<file path="src/sv/hdlec_pkg.sv">
// Package for the half-duplex link echo controller.
// Holds the transfer structs, event and phase codes, and controller/datapath links.
// No dependencies.
package hdlec_pkg;

  typedef enum logic [2:0] {
    EV_WRITE   = 3'd0,
    EV_READ    = 3'd1,
    EV_RECV    = 3'd2,
    EV_RXERR   = 3'd3,
    EV_TXREADY = 3'd4,
    EV_TXEND   = 3'd5
  } ev_t;

  typedef enum logic [1:0] {
    PH_IDLE      = 2'd0,
    PH_WAIT_TX   = 2'd1,
    PH_WAIT_ECHO = 2'd2
  } phase_t;

  typedef enum logic {
    ST_IDLE = 1'b0,
    ST_EXEC = 1'b1
  } ctrl_state_t;

  typedef struct packed {
    logic [2:0] func;
    logic [7:0] data;
  } in_t;

  typedef struct packed {
    logic [7:0] read_byte;
    logic       read_valid;
    logic [7:0] line_byte;
    logic       line_byte_valid;
    logic       transmit_enabled;
    logic       data_available;
    logic       collision;
    logic       overflow;
  } out_t;

  typedef struct packed {
    logic capture;
    logic execute;
  } cmd_t;

  typedef struct packed {
    logic out_blocked;
  } status_t;

endpackage

</file>
<file path="src/sv/hdlec_ram.sv">
// Generic single-write, single-read RAM with registered read data.
// No dependencies.
module hdlec_ram #(
  parameter int WIDTH = 8,
  parameter int DEPTH = 32
) (
  input  logic                     clk,
  input  logic                     we,
  input  logic [$clog2(DEPTH)-1:0] waddr,
  input  logic [WIDTH-1:0]         wdata,
  input  logic [$clog2(DEPTH)-1:0] raddr,
  output logic [WIDTH-1:0]         rdata
);

  logic [WIDTH-1:0] mem [DEPTH];

  always_ff @(posedge clk) begin
    if (we) begin
      mem[waddr] <= wdata;
    end
    rdata <= mem[raddr];
  end

endmodule

</file>
<file path="src/sv/hdlec_ctrl.sv">
// Controller state machine for the link echo controller.
// Depends on hdlec_pkg.
module hdlec_ctrl (
  input  logic              clk,
  input  logic              rst,
  input  logic              in_valid,
  output logic              in_stall,
  input  hdlec_pkg::status_t status,
  output hdlec_pkg::cmd_t    cmd
);
  import hdlec_pkg::*;

  ctrl_state_t state, state_next;

  always_ff @(posedge clk) begin
    if (rst) begin
      state <= ST_IDLE;
    end else begin
      state <= state_next;
    end
  end

  always_comb begin
    state_next  = state;
    cmd         = '0;
    in_stall    = 1'b1;
    case (state)
      ST_IDLE: begin
        in_stall = status.out_blocked;
        if (in_valid && !status.out_blocked) begin
          cmd.capture = 1'b1;
          state_next  = ST_EXEC;
        end
      end
      ST_EXEC: begin
        cmd.execute = 1'b1;
        state_next  = ST_IDLE;
      end
      default: begin
        state_next = ST_IDLE;
      end
    endcase
  end

endmodule

</file>
<file path="src/sv/hdlec_dp.sv">
// Datapath: send phase, pending byte, receive FIFO pointers and result register.
// Depends on hdlec_pkg and hdlec_ram.
module hdlec_dp #(
  parameter int FIFO_DEPTH = 32
) (
  input  logic               clk,
  input  logic               rst,
  input  hdlec_pkg::in_t     in_item,
  input  hdlec_pkg::cmd_t    cmd,
  output hdlec_pkg::status_t status,
  output logic               out_valid,
  input  logic               out_stall,
  output hdlec_pkg::out_t    out_item
);
  import hdlec_pkg::*;

  localparam int PTR_W = $clog2(FIFO_DEPTH);
  localparam logic [PTR_W-1:0] PTR_LAST = PTR_W'(FIFO_DEPTH - 1);

  logic [2:0]       ev;
  logic [7:0]       data;
  phase_t           phase, phase_next;
  logic [7:0]       pending, pending_next;
  logic [PTR_W-1:0] rd_ptr, rd_ptr_next;
  logic [PTR_W-1:0] wr_ptr, wr_ptr_next;
  logic             tx_on, tx_on_next;
  logic [PTR_W-1:0] rd_adv, wr_adv;
  logic             ram_we;
  logic [7:0]       ram_rdata;
  out_t             result;

  hdlec_ram #(
    .WIDTH(8),
    .DEPTH(FIFO_DEPTH)
  ) u_fifo_ram (
    .clk  (clk),
    .we   (ram_we),
    .waddr(wr_ptr),
    .wdata(data),
    .raddr(rd_ptr),
    .rdata(ram_rdata)
  );

  always_ff @(posedge clk) begin
    if (cmd.capture) begin
      ev   <= in_item.func;
      data <= in_item.data;
    end
  end

  assign rd_adv = (rd_ptr == PTR_LAST) ? '0 : rd_ptr + 1'b1;
  assign wr_adv = (wr_ptr == PTR_LAST) ? '0 : wr_ptr + 1'b1;

  always_comb begin
    phase_next   = phase;
    pending_next = pending;
    rd_ptr_next  = rd_ptr;
    wr_ptr_next  = wr_ptr;
    tx_on_next   = tx_on;
    ram_we       = 1'b0;
    result       = '0;
    case (ev)
      EV_WRITE: begin
        pending_next = data;
        phase_next   = PH_WAIT_TX;
        tx_on_next   = 1'b1;
      end
      EV_READ: begin
        if (rd_ptr != wr_ptr) begin
          result.read_byte  = ram_rdata;
          result.read_valid = 1'b1;
          rd_ptr_next       = rd_adv;
        end
      end
      EV_RECV: begin
        if (phase == PH_IDLE) begin
          if (wr_adv == rd_ptr) begin
            result.overflow = 1'b1;
          end else begin
            ram_we      = cmd.execute;
            wr_ptr_next = wr_adv;
          end
        end else begin
          if (data != pending) begin
            result.collision = 1'b1;
            tx_on_next       = 1'b0;
          end
          phase_next = PH_IDLE;
        end
      end
      EV_RXERR: begin
        if (phase != PH_IDLE) begin
          tx_on_next = 1'b0;
        end
      end
      EV_TXREADY: begin
        if (phase == PH_WAIT_TX) begin
          result.line_byte       = pending;
          result.line_byte_valid = 1'b1;
          phase_next             = PH_WAIT_ECHO;
        end
      end
      EV_TXEND: begin
        tx_on_next = 1'b0;
      end
      default: begin
      end
    endcase
    result.transmit_enabled = tx_on_next;
    result.data_available   = (rd_ptr_next != wr_ptr_next);
  end

  always_ff @(posedge clk) begin
    if (rst) begin
      phase   <= PH_IDLE;
      pending <= '0;
      rd_ptr  <= '0;
      wr_ptr  <= '0;
      tx_on   <= 1'b0;
    end else if (cmd.execute) begin
      phase   <= phase_next;
      pending <= pending_next;
      rd_ptr  <= rd_ptr_next;
      wr_ptr  <= wr_ptr_next;
      tx_on   <= tx_on_next;
    end
  end

  always_ff @(posedge clk) begin
    if (rst) begin
      out_valid <= 1'b0;
    end else if (cmd.execute) begin
      out_valid <= 1'b1;
    end else if (out_valid && !out_stall) begin
      out_valid <= 1'b0;
    end
  end

  always_ff @(posedge clk) begin
    if (cmd.execute) begin
      out_item <= result;
    end
  end

  assign status.out_blocked = out_valid && out_stall;

endmodule

</file>
<file path="src/sv/half_duplex_link_echo_controller_core.sv">
// Top level of the half-duplex link echo controller.
// Depends on hdlec_pkg, hdlec_ctrl and hdlec_dp.
//
//   Channel  Handshake             Payload
//   input    in_valid / in_stall   in_item  (func, data)
//   output   out_valid / out_stall out_item (read/line bytes, status flags)
//
// Each event is first captured while the FIFO RAM performs its registered read,
// then executed: the link state is updated and the result register loaded.
// An event is accepted only while the controller is idle and the result register
// is empty or transferring out, so no new event is taken while one executes.
// Reset is synchronous and clears phase, pointers and the transmitter flag.
// A stalled result holds in_stall high until it transfers.
module half_duplex_link_echo_controller_core #(
  parameter int FIFO_DEPTH = 32
) (
  input  logic            clk,
  input  logic            rst,
  input  logic            in_valid,
  output logic            in_stall,
  input  hdlec_pkg::in_t  in_item,
  output logic            out_valid,
  input  logic            out_stall,
  output hdlec_pkg::out_t out_item
);
  import hdlec_pkg::*;

  cmd_t    cmd;
  status_t status;

  hdlec_ctrl u_ctrl (
    .clk     (clk),
    .rst     (rst),
    .in_valid(in_valid),
    .in_stall(in_stall),
    .status  (status),
    .cmd     (cmd)
  );

  hdlec_dp #(
    .FIFO_DEPTH(FIFO_DEPTH)
  ) u_dp (
    .clk      (clk),
    .rst      (rst),
    .in_item  (in_item),
    .cmd      (cmd),
    .status   (status),
    .out_valid(out_valid),
    .out_stall(out_stall),
    .out_item (out_item)
  );

`ifndef SYNTHESIS
  a_result_follows: assert property (@(posedge clk) disable iff (rst)
    (in_valid && !in_stall) |-> ##2 out_valid)
    else $error("accepted event produced no result");

  a_exec_after_capture: assert property (@(posedge clk) disable iff (rst)
    cmd.capture |=> cmd.execute)
    else $error("capture not followed by execute");

  a_result_reg_free: assert property (@(posedge clk) disable iff (rst)
    cmd.execute |-> !out_valid)
    else $error("result register overwritten while full");
`endif

endmodule

</file>
<file path="config.mk">
export PLATFORM = sky130hd
export DESIGN_NAME = half_duplex_link_echo_controller_core
export DESIGN_NICKNAME = d
export VERILOG_FILES = /design/src/sv/hdlec_pkg.sv /design/src/sv/hdlec_ram.sv /design/src/sv/hdlec_ctrl.sv /design/src/sv/hdlec_dp.sv /design/src/sv/half_duplex_link_echo_controller_core.sv
export SDC_FILE = /design/constraint.sdc
export NUM_CORES = 1
export LEC_CHECK = 0
export BUFFER_PORTS_ARGS = -buffer_cell sky130_fd_sc_hd__buf_4
export CORE_MARGIN = 4
export CORE_UTILIZATION = 60
export DETAILED_ROUTE_END_ITERATION = 16
export PLACE_DENSITY = 0.77
export SLEW_MARGIN = 20
export SYNTH_ARGS = -nofsm -noshare
export SYNTH_HDL_FRONTEND = slang
export SYNTH_SLANG_ARGS = --single-unit
</file>
<file path="constraint.sdc">
create_clock -name clk -period 5.7 [get_ports clk]
set_input_delay 0.285 -clock clk [delete_from_list [all_inputs] [get_ports clk]]
set_output_delay 0.285 -clock clk [all_outputs]
set_load 0.01 [all_outputs]
</file>
==> results of run 1 <==
[critical path: stages (launching register included)]
cell     delay [ps]
dfxtp_1         520
ha_1            260
and3_1          170
ha_1            280
nor2b_1          90
mux2i_2         250
xnor2_1         250
o21a_1          270
and2_1          450
nand2_2         360
nor2_1          640
[flip-flops by register name, summed over array words and instances (netlist names), 3 cells and up]
register and flops:
u_dp.pending 8, u_dp.u_fifo_ram.mem 256, u_dp.ev 3, u_dp.wr_ptr 5, u_dp.u_fifo_ram.rdata 8, u_dp.data 8, u_dp.out_item 22, u_dp.rd_ptr 5
[cell families after synthesis]
group	share of synthesized area
muxes	0.154
xor gates and xnor gates	0.0158
buffers and inverters	0.0145
adders and majority gates	0.00784
and+or+nand+nor	0.0592
AOI/OAI and AO/OA	0.0207
DFF	0.728
[area by class of cell]
| cell class | instances | area [µm²] | area share |
|---|---|---|---|
| Clock buffer | 37 | 798 | 0.0549 |
| Clock inverter | 20 | 290 | 0.0200 |
| Inverter | 7 | 26.3 | 0.00181 |
| Multi-Input combinational cell | 327 | 3290 | 0.226 |
| Sequential cell | 320 | 9300 | 0.640 |
| Tap cell | 275 | 344 | 0.0237 |
| Timing Repair Buffer | 62 | 493 | 0.0339 |
[worst max path at each step]
stage / from / slack [ps] / end
finish: u_dp.wr_ptr[1] / 1790 / u_dp.u_fifo_ram.mem[9][1]
global route: u_dp.wr_ptr[0] / 1610 / u_dp.u_fifo_ram.mem[21][3]
CTS: u_dp.wr_ptr[0] / 1870 / u_dp.u_fifo_ram.mem[9][7]
detailed placement: u_dp.wr_ptr[0] / 1910 / u_dp.u_fifo_ram.mem[9][1]
global placement: u_dp.wr_ptr[0] / 2120 / u_dp.u_fifo_ram.mem[21][4]
floorplan: u_dp.wr_ptr[2] / 2750 / u_dp.u_fifo_ram.mem[10][0]
[layout by cell type, fill, tap and decap left out, types with 9 or more instances in the layout]
| cell type | instances |
|---|---|
| buf_4 | 51 |
| nor3_1 | 10 |
| a21oi_1 | 20 |
| clkbuf_16 | 31 |
| dlygate4sd3_1 | 11 |
| xnor2_1 | 15 |
| nor2_1 | 54 |
| mux2_2 | 9 |
| and2_1 | 19 |
| nand2_1 | 36 |
| dfxtp_1 | 29 |
| mux4_2 | 80 |
| edfxtp_1 | 289 |
[metrics by stage]
step	util	instances	setup slack (ps)	instance area [µm²]
final	0.694	1048	1790	14500
after global routing	0.694	1048	1610	14500
after CTS	0.694	1048	1870	14500
after detailed placement	0.637	980	1910	13300
after global placement	0.637	980	2120	13300
after floorplan	-	690	2750	12800
[metal layers]
layer  track usage  part of all wire
met5             0           0.00045
met2         0.402              0.49
met3        0.0636             0.091
met4        0.0858             0.035
met1         0.348              0.39
[repair_timing]
item                      4_1_cts  5_1_grt
hold buffers                   11        0
gates resized for setup         0        0
hold endpoints to repair       11        0
[report_power, final]
part / internal, mW / switching [mW]
Combinational: 0.0495 / 0.0940
Clock: 1.32 / 0.851
Sequential: 2.58 / 0.0101
Total: 3.94 / 0.955
==> flow_metrics.env, run 1 <==
export IMPL_drive_gt1_frac=0.256
export IMPL_antenna_found_initial=1
export IMPL_syn2layout_area_growth_pct=13.9
export IMPL_synthTopCellsByArea="edfxtp_1 (68%), mux4_2 (14%), dfxtp_1 (4.9%), nor2_1 (1.6%), nand2_1 (1.1%)"
export IMPL_synth_edf_count=289
export IMPL_yosysMostFrequentCell="edfxtp_1"
export IMPL_grt_pass1_wl_um=44100
export IMPL_drt_iter0_drc=711
export IMPL_arrival_ps=4080
export IMPL_hold_worst_slack_ps=45.1
export IMPL_cts_root_buf="clkbuf_16"
export IMPL_cts_made_buffers=31
export IMPL_worst_setup_path_type="flip-flop to flip-flop"
export IMPL_nNetsFinal=772
export IMPL_timing_fmax_ghz=0.256
export IMPL_setup_viol_count_final=0
export IMPL_die_h_um=154
export IMPL_design_die_area_um2=23700
export IMPL_rows=53
export IMPL_vias=6704
export IMPL_rsz0062_at_grt="false"
export IMPL_maxCapViolCount=0
export IMPL_synth_seq_area_share=0.728
export IMPL_hold_start="out_stall"
export IMPL_ys_types=50
export IMPL_maxSlewHeadroom=0.436
export IMPL_core_area_um2=21000
export IMPL_hold_path_cell_count=3
export IMPL_diodes=0
export IMPL_viasPerCell=6.40
export IMPL_initial_utilization=0.610
export IMPL_yosys_warnings=0
export IMPL_grt_max_degree=57
export IMPL_fill_cells=1291
export IMPL_min_to="u_dp.out_valid"
export IMPL_die_w_um=154
export IMPL_io_buffer_count=38
export IMPL_worstPathRequired_ps=5880
export IMPL_ctsLongestPathBuffers=3
export IMPL_ant_nets=0
export IMPL_clkSinkCount=320
export IMPL_yosys_most_used_dff="edfxtp_1"
export IMPL_min_path_type="primary input to flip-flop"
export IMPL_tightest_slew_ps=840
export IMPL_clk_pin_slew_worst_paths_ps=60
export IMPL_clk_latency_ps=550
export IMPL_synth_nets=713
export IMPL_htree_levels=1
export IMPL_cts_setup_buffers=0
export IMPL_power_mw=4.90
export IMPL_synth_top_area_frac=0.679
export IMPL_power_density_nw_per_um2=337
export IMPL_gp_congestion=0.880
export IMPL_r2r_cells=10
export IMPL_drc_errors=0
export IMPL_overflow=0
export IMPL_wire_per_inst_um=27.8
export IMPL_synth_ff_latch_count=320
export IMPL_wirelength_um=29100
export IMPL_synthTopCellsByCount="edfxtp_1 (289), mux4_2 (80), nor2_1 (54)"
export IMPL_end_kind="flip-flop"
export IMPL_cts_tree="done"
export IMPL_r2r_start="u_dp.wr_ptr[1]"
export IMPL_synth_cells=690
export IMPL_finalCritPeriodShare=0.685
export IMPL_track_usage=0.252
export IMPL_timing_rr_end="u_dp.u_fifo_ram.mem[9][1]"
export IMPL_synth_avg_cell_area_um2=18.5
export IMPL_startpoint_type="flip-flop"
export IMPL_synthArstFlopShare=0
export IMPL_synth_top_area_cell="edfxtp_1"
export IMPL_io_pins=39
export IMPL_synth_area_um2=12800
export IMPL_tns_ps=0
export IMPL_outcome="completed"
export IMPL_grt_pass1_vias=6754
export IMPL_finalMaxSlewViolations=0
export IMPL_finalCriticalPeriod_ps=3910
export IMPL_ir_drop_v=0.000206
export IMPL_cp_max_fo=10
export IMPL_dr_pass1_iters=5
export IMPL_hpwl_um=17400
export IMPL_reg2reg_slack_ps=1790
export IMPL_leakage_nw=4.60
export IMPL_hold_viol=0
export IMPL_skew_ps=8.62
No activity file was read; power rests on OpenSTA's default activity.
==> run 2: changes to the inputs <==
--- a/config.mk
+++ b/config.mk
@@ -5,11 +5,12 @@
 export SDC_FILE = /design/constraint.sdc
 export NUM_CORES = 1
 export LEC_CHECK = 0
+export ABC_AREA = 1
 export BUFFER_PORTS_ARGS = -buffer_cell sky130_fd_sc_hd__buf_4
 export CORE_MARGIN = 4
-export CORE_UTILIZATION = 60
+export CORE_UTILIZATION = 56
 export DETAILED_ROUTE_END_ITERATION = 16
-export PLACE_DENSITY = 0.77
+export PLACE_DENSITY = 0.76
 export SLEW_MARGIN = 20
 export SYNTH_ARGS = -nofsm -noshare
 export SYNTH_HDL_FRONTEND = slang
==> constraint.sdc (replaced) <==
create_clock -name clk -period 3.4 [get_ports clk]
set_input_delay 0.17 -clock clk [delete_from_list [all_inputs] [get_ports clk]]
set_output_delay 0.17 -clock clk [all_outputs]
set_load 0.01 [all_outputs]
==> flow_metrics.env, run 2 <==
export IMPL_dr_pass1_iters=6
export IMPL_synth_edf_count=289
export IMPL_clk_latency_ps=570
export IMPL_synth_ff_latch_count=320
export IMPL_yosys_most_used_dff="edfxtp_1"
export IMPL_gp_congestion=0.921
export IMPL_cts_tree="done"
export IMPL_die_h_um=161
export IMPL_synth_area_um2=13100
export IMPL_power_frac_seq=0.527
export IMPL_power_clock_fraction=0.397
export IMPL_cts_root_buf="clkbuf_16"
export IMPL_synth_seq_area_share=0.712
export IMPL_diodes=0
export IMPL_power_density_nw_per_um2=563
export IMPL_ctsLongestPathBuffers=3
export IMPL_top_regs="u_dp.u_fifo_ram.mem: 256 flops, u_dp.out_item: 22 flops"
export IMPL_drt_iter0_drc=1315
export IMPL_ant_nets=0
export IMPL_maxSlewHeadroom=0.309
export IMPL_rows=55
export IMPL_arrival_ps=3340
export IMPL_tightest_slew_ps=1030
export IMPL_yosys_warnings=0
export IMPL_core_area_um2=22800
export IMPL_grt_max_degree=130
export IMPL_initial_utilization=0.573
export IMPL_ir_drop_v=0.000478
export IMPL_combPwrFrac=0.075
export IMPL_p_sw_mw=1.90
export IMPL_drc_errors=0
export IMPL_yosys_area_share_simple=0.113
export IMPL_synth_compound_gate_area_share=0.122
export IMPL_skew_ps=19.1
export IMPL_end_kind="flip-flop"
export IMPL_design_die_area_um2=25800
export IMPL_power_mw=8.34
export IMPL_wirelength_um=33400
export IMPL_synth_top_family_by_area="compound AO/OA/AOI/OAI gates"
export IMPL_die_w_um=161
export IMPL_largest_reg_flops=256
export IMPL_rsz0062_at_grt="false"
export IMPL_worst_setup_path_type="flip-flop to flip-flop"
export IMPL_finalCritPeriodShare=0.928
export IMPL_finalMaxSlewViolations=0
export IMPL_nNetsFinal=1160
export IMPL_ys_types=36
export IMPL_htree_levels=1
export IMPL_clk_pin_slew_worst_paths_ps=60
export IMPL_grt_pass1_wl_um=50600
export IMPL_grt_pass1_vias=8733
export IMPL_synth_avg_cell_area_um2=12.0
export IMPL_vias=9048
export IMPL_hold_viol=0
export IMPL_final_common_cell="edfxtp_1"
export IMPL_overflow=0
export IMPL_swShare=0.228
export IMPL_synth_top_area_frac=0.665
export IMPL_io_pins=39
export IMPL_syn2layout_area_growth_pct=13.5
export IMPL_hpwl_um=20200
export IMPL_cts_made_buffers=31
export IMPL_outcome="completed"
export IMPL_synthMuxAreaShare=0
export IMPL_min_path_type="primary input to flip-flop"
export IMPL_drive_gt1_frac=0.118
export IMPL_cts_setup_buffers=0
export IMPL_wire_per_inst_um=22.6
export IMPL_maxCapViolCount=0
export IMPL_yosys_area_share_adder=0.00767
export IMPL_track_usage=0.255
export IMPL_cp_max_fo=10
export IMPL_synth_nets=1108
export IMPL_yosysMostFrequentCell="edfxtp_1"
export IMPL_antenna_found_initial=0
export IMPL_synthXorXnorAreaFrac=0.00604
export IMPL_io_buffer_count=38
export IMPL_largest_register="u_dp.u_fifo_ram.mem"
export IMPL_clkSinkCount=320
export IMPL_setup_viol_count_final=0
export IMPL_p_int_mw=6.43
export IMPL_fin_util=0.650
export IMPL_fill_cells=1688
export IMPL_leakage_nw=5.17
export IMPL_tns_ps=0
export IMPL_startpoint_type="flip-flop"
export IMPL_finalCriticalPeriod_ps=3150
export IMPL_synthTopCellsByCount="edfxtp_1 (289), nor2_1 (217), o21ai_0 (158)"
export IMPL_synthTopCellsByArea="edfxtp_1 (66%), nor2_1 (6.2%), o21ai_0 (6.1%), dfxtp_1 (4.8%), o221ai_1 (3.2%)"
export IMPL_layout_common_cells="edfxtp_1 (289), nor2_1 (217), o21ai_0 (158)"
export IMPL_synth_top_area_cell="edfxtp_1"
export IMPL_synth_cells=1085
export IMPL_viasPerCell=6.13
export IMPL_timing_fmax_ghz=0.317
export IMPL_worstPathRequired_ps=3590
export IMPL_synthArstFlopShare=0
## run 2: repair_timing
action	in CTS	in global routing
hold buffers	15	0
resized for setup	0	0
setup endpoints to repair	0	0
endpoints found under the hold margin	19	0
## run 2: worst paths after layout
| kind | from | end | slack, ps | cells after the start |
|---|---|---|---|---|
| min reg2reg | u_dp.phase[0] | u_dp.phase[0] | 490 | 2 |
| max | u_dp.wr_ptr[1] | u_dp.u_fifo_ram.mem[29][1] | 250 | 15 |
| min | out_stall | u_dp.ev[1] | 310 | 4 |
| max reg2reg | u_dp.wr_ptr[1] | u_dp.u_fifo_ram.mem[29][1] | 250 | 15 |
## run 2: kinds of logic after synthesis
kind of cell	count (synthesis)
compound gates	272
buf+inv	121
xor+xnor	9
fa+ha+maj	8
flops	320
simple gates	355
## run 2: power groups by stage
| stage | logic, mW | registers, mW | clock network, mW |
|---|---|---|---|
| CTS | 0.615 | 4.40 | 3.34 |
| detailed placement | 0.596 | 4.48 | 0 |
| global placement | 0.586 | 4.48 | 0 |
| finish | 0.628 | 4.40 | 3.31 |
| global route | 0.681 | 4.40 | 3.51 |
| floorplan | 0.349 | 4.49 | 0 |
## run 2: through the flow
step                hold WS, ps  area [µm²]  instances  worst slack [ps]
global route                327       14800       1475              20.0
floorplan                   269       13100       1085               633
finish                      308       14800       1475               246
CTS                         297       14800       1475               269
detailed placement          349       13700       1402               296
global placement            349       13700       1402               431
## run 2: worst max-delay path, stage by stage (launching register included)
cell	delay [ps]
dfxtp_1	470
ha_1	240
inv_1	50
nor2_1	120
ha_1	270
inv_1	90
nand2_1	50
nand2_1	70
nor2_1	40
nand2_1	90
nor2_4	50
nand3_4	110
nand3_2	100
inv_2	140
nand2_2	270
nor2_1	600
## run 2: layout make-up
cell class	instances	area, µm²	share of cell area
Clock buffer	47	898	0.0607
Multi-Input combinational cell	644	3250	0.219
Tap cell	313	392	0.0264
Clock inverter	11	87.6	0.00591
Sequential cell	320	9300	0.628
Inverter	59	223	0.0150
Timing Repair Buffer	81	658	0.0444
## run 2: layer usage
layer,vias to the layer above,global-route usage,share of wire
met4,0,0.0915,0.037
met2,603,0.399,0.46
li1,4049,-,-
met1,4295,0.354,0.39
met5,-,0,0
met3,101,0.0608,0.12
==> run 3: changes to the inputs <==
--- a/config.mk
+++ b/config.mk
@@ -11,7 +11,8 @@
 export CORE_UTILIZATION = 56
 export DETAILED_ROUTE_END_ITERATION = 16
 export PLACE_DENSITY = 0.76
-export SLEW_MARGIN = 20
+export RECOVER_POWER = 25
+export SLEW_MARGIN = 25
 export SYNTH_ARGS = -nofsm -noshare
 export SYNTH_HDL_FRONTEND = slang
 export SYNTH_SLANG_ARGS = --single-unit
==> flow_metrics.env, run 3 (synthesis results as in run 2) <==
export IMPL_outcome="finished with violations"
export IMPL_cts_setup_buffers=0
export IMPL_largest_register="u_dp.u_fifo_ram.mem"
export IMPL_wire_per_inst_um=22.6
export IMPL_overflow=0
export IMPL_violations="capacitance limit, slew limit"
export IMPL_maxSlewHeadroom=-0.488
export IMPL_maxCapViolCount=6
export IMPL_htree_levels=1
export IMPL_crit_path_max_incr_delay_ps=620
export IMPL_ir_drop_v=0.000479
export IMPL_antenna_found_initial=0
export IMPL_grt_max_degree=130
export IMPL_layout_common_cells="edfxtp_1 (289), nor2_1 (216), o21ai_0 (158)"
export IMPL_min_path_type="primary input to flip-flop"
export IMPL_worstPathRequired_ps=3590
export IMPL_wirelength_um=33300
export IMPL_cts_root_buf="clkbuf_16"
export IMPL_setup_viol_count_final=0
export IMPL_cts_tree="done"
export IMPL_die_w_um=161
export IMPL_reg2reg_slack_ps=230
export IMPL_skew_ps=18.5
export IMPL_tns_ps=0
export IMPL_drc_errors=0
export IMPL_syn2layout_area_growth_pct=13.3
export IMPL_arrival_ps=3360
export IMPL_die_h_um=161
export IMPL_track_usage=0.255
export IMPL_power_density_nw_per_um2=563
export IMPL_worst_setup_path_type="flip-flop to flip-flop"
export IMPL_drt_iter0_drc=1403
export IMPL_hold_viol=0
export IMPL_rows=55
export IMPL_rsz0062_at_grt="false"
export IMPL_diodes=0
export IMPL_final_common_cell="edfxtp_1"
export IMPL_initial_utilization=0.573
export IMPL_ant_nets=0
export IMPL_power_mw=8.33
export IMPL_hpwl_um=20200
export IMPL_core_area_um2=22800
export IMPL_clk_pin_slew_worst_paths_ps=70
export IMPL_grt_pass1_vias=8733
export IMPL_fill_cells=1689
export IMPL_finalCritPeriodShare=0.933
export IMPL_crit_chain="ha_1, inv_1, nor2_1, ha_1, inv_1, nand2_1, nand2_1, nor2_1, nand2_1, nor2_4, nand3_4, nand3_2, inv_2, nand2_2, nor2_1"
export IMPL_io_buffer_count=38
export IMPL_design_die_area_um2=25800
export IMPL_clk_latency_ps=560
export IMPL_slowest_stage="nor2_1"
export IMPL_io_pins=39
export IMPL_grt_pass1_wl_um=50600
export IMPL_path_buf_inv=3
export IMPL_finalMaxSlewViolations=204
export IMPL_leakage_nw=5.14
export IMPL_end_kind="flip-flop"
export IMPL_cp_max_fo=10
export IMPL_startpoint_type="flip-flop"
export IMPL_vias=9009
export IMPL_top_regs="u_dp.u_fifo_ram.mem: 256 flops, u_dp.out_item: 22 flops"
export IMPL_cts_resized=0
export IMPL_dr_pass1_iters=7
export IMPL_timing_fmax_ghz=0.315
export IMPL_drive_gt1_frac=0.113
export IMPL_finalCriticalPeriod_ps=3170
export IMPL_ctsLongestPathBuffers=3
export IMPL_clkSinkCount=320
export IMPL_gp_congestion=0.921
export IMPL_viasPerCell=6.11
export IMPL_critical_path_top_delay_family="simple AND/OR/NAND/NOR gates"
export IMPL_largest_reg_flops=256
export IMPL_cts_made_buffers=31
export IMPL_nNetsFinal=1160
export IMPL_tightest_slew_ps=2230
## run 3: changes by cell type in the layout (fill, tap and decap cells not counted), sizes merged
| cell | before | now |
|---|---|---|
| buf | 66 | 48 |
| clkbuf | 47 | 65 |
## run 3: timing repair
| item | CTS | global route |
|---|---|---|
| endpoints found under the hold margin | 19 | 0 |
| endpoints found under the setup margin | 0 | 0 |
| hold buffers | 15 | 0 |
## run 3: final timing paths
| check | start | endpoint | cells after the start |
|---|---|---|---|
| max | u_dp.wr_ptr[1] | u_dp.u_fifo_ram.mem[24][6] | 15 |
| min | out_stall | u_dp.ev[0] | 4 |
| max reg2reg | u_dp.wr_ptr[1] | u_dp.u_fifo_ram.mem[24][6] | 15 |
| min reg2reg | u_dp.phase[0] | u_dp.phase[0] | 2 |
## run 3: layout make-up
cell class                 instances  area (µm²)  share of cell area
sequential                       320        9300               0.629
multi-input combinational        644        3250               0.220
clock buffer                      47         898              0.0608
timing repair buffer              81         632              0.0427
tap                              313         392              0.0265
inverter                          59         223              0.0151
clock inverter                    11        87.6             0.00592
## run 3: metrics by stage
stage               area (µm²)  hold WS (ps)   util  setup WS [ps]  cells
floorplan                13100           269      -            633   1085
detailed placement       13700           349  0.600            296   1402
global placement         13700           349  0.600            431   1402
global route             14800           248  0.649           20.0   1475
finish                   14800           210  0.649            227   1475
CTS                      14800           297  0.650            269   1475
## run 3: worst register-to-register path: stages, from the launching register on
cell and delay, ps:
dfxtp_1 470, ha_1 240, inv_1 50, nor2_1 120, ha_1 270, inv_1 90
nand2_1 50, nand2_1 70, nor2_1 40, nand2_1 90, nor2_4 50, nand3_4 120
nand3_2 100, inv_2 140, nand2_2 280, nor2_1 620
## run 3: metal layers
metal  routed length, µm  GRT usage
met1               13000      0.354
met2               15300      0.399
met3                3870     0.0608
met4                1160     0.0915
met5                   0          0
## run 3: where the power goes
part | internal (mW) | total [mW] | switching [mW] | leakage (nW)
Clock | 1.90 | 3.31 | 1.41 | 0.481
Sequential | 4.35 | 4.40 | 0.0495 | 2.86
Combinational | 0.182 | 0.621 | 0.440 | 1.79
Total | 6.43 | 8.33 | 1.90 | 5.14
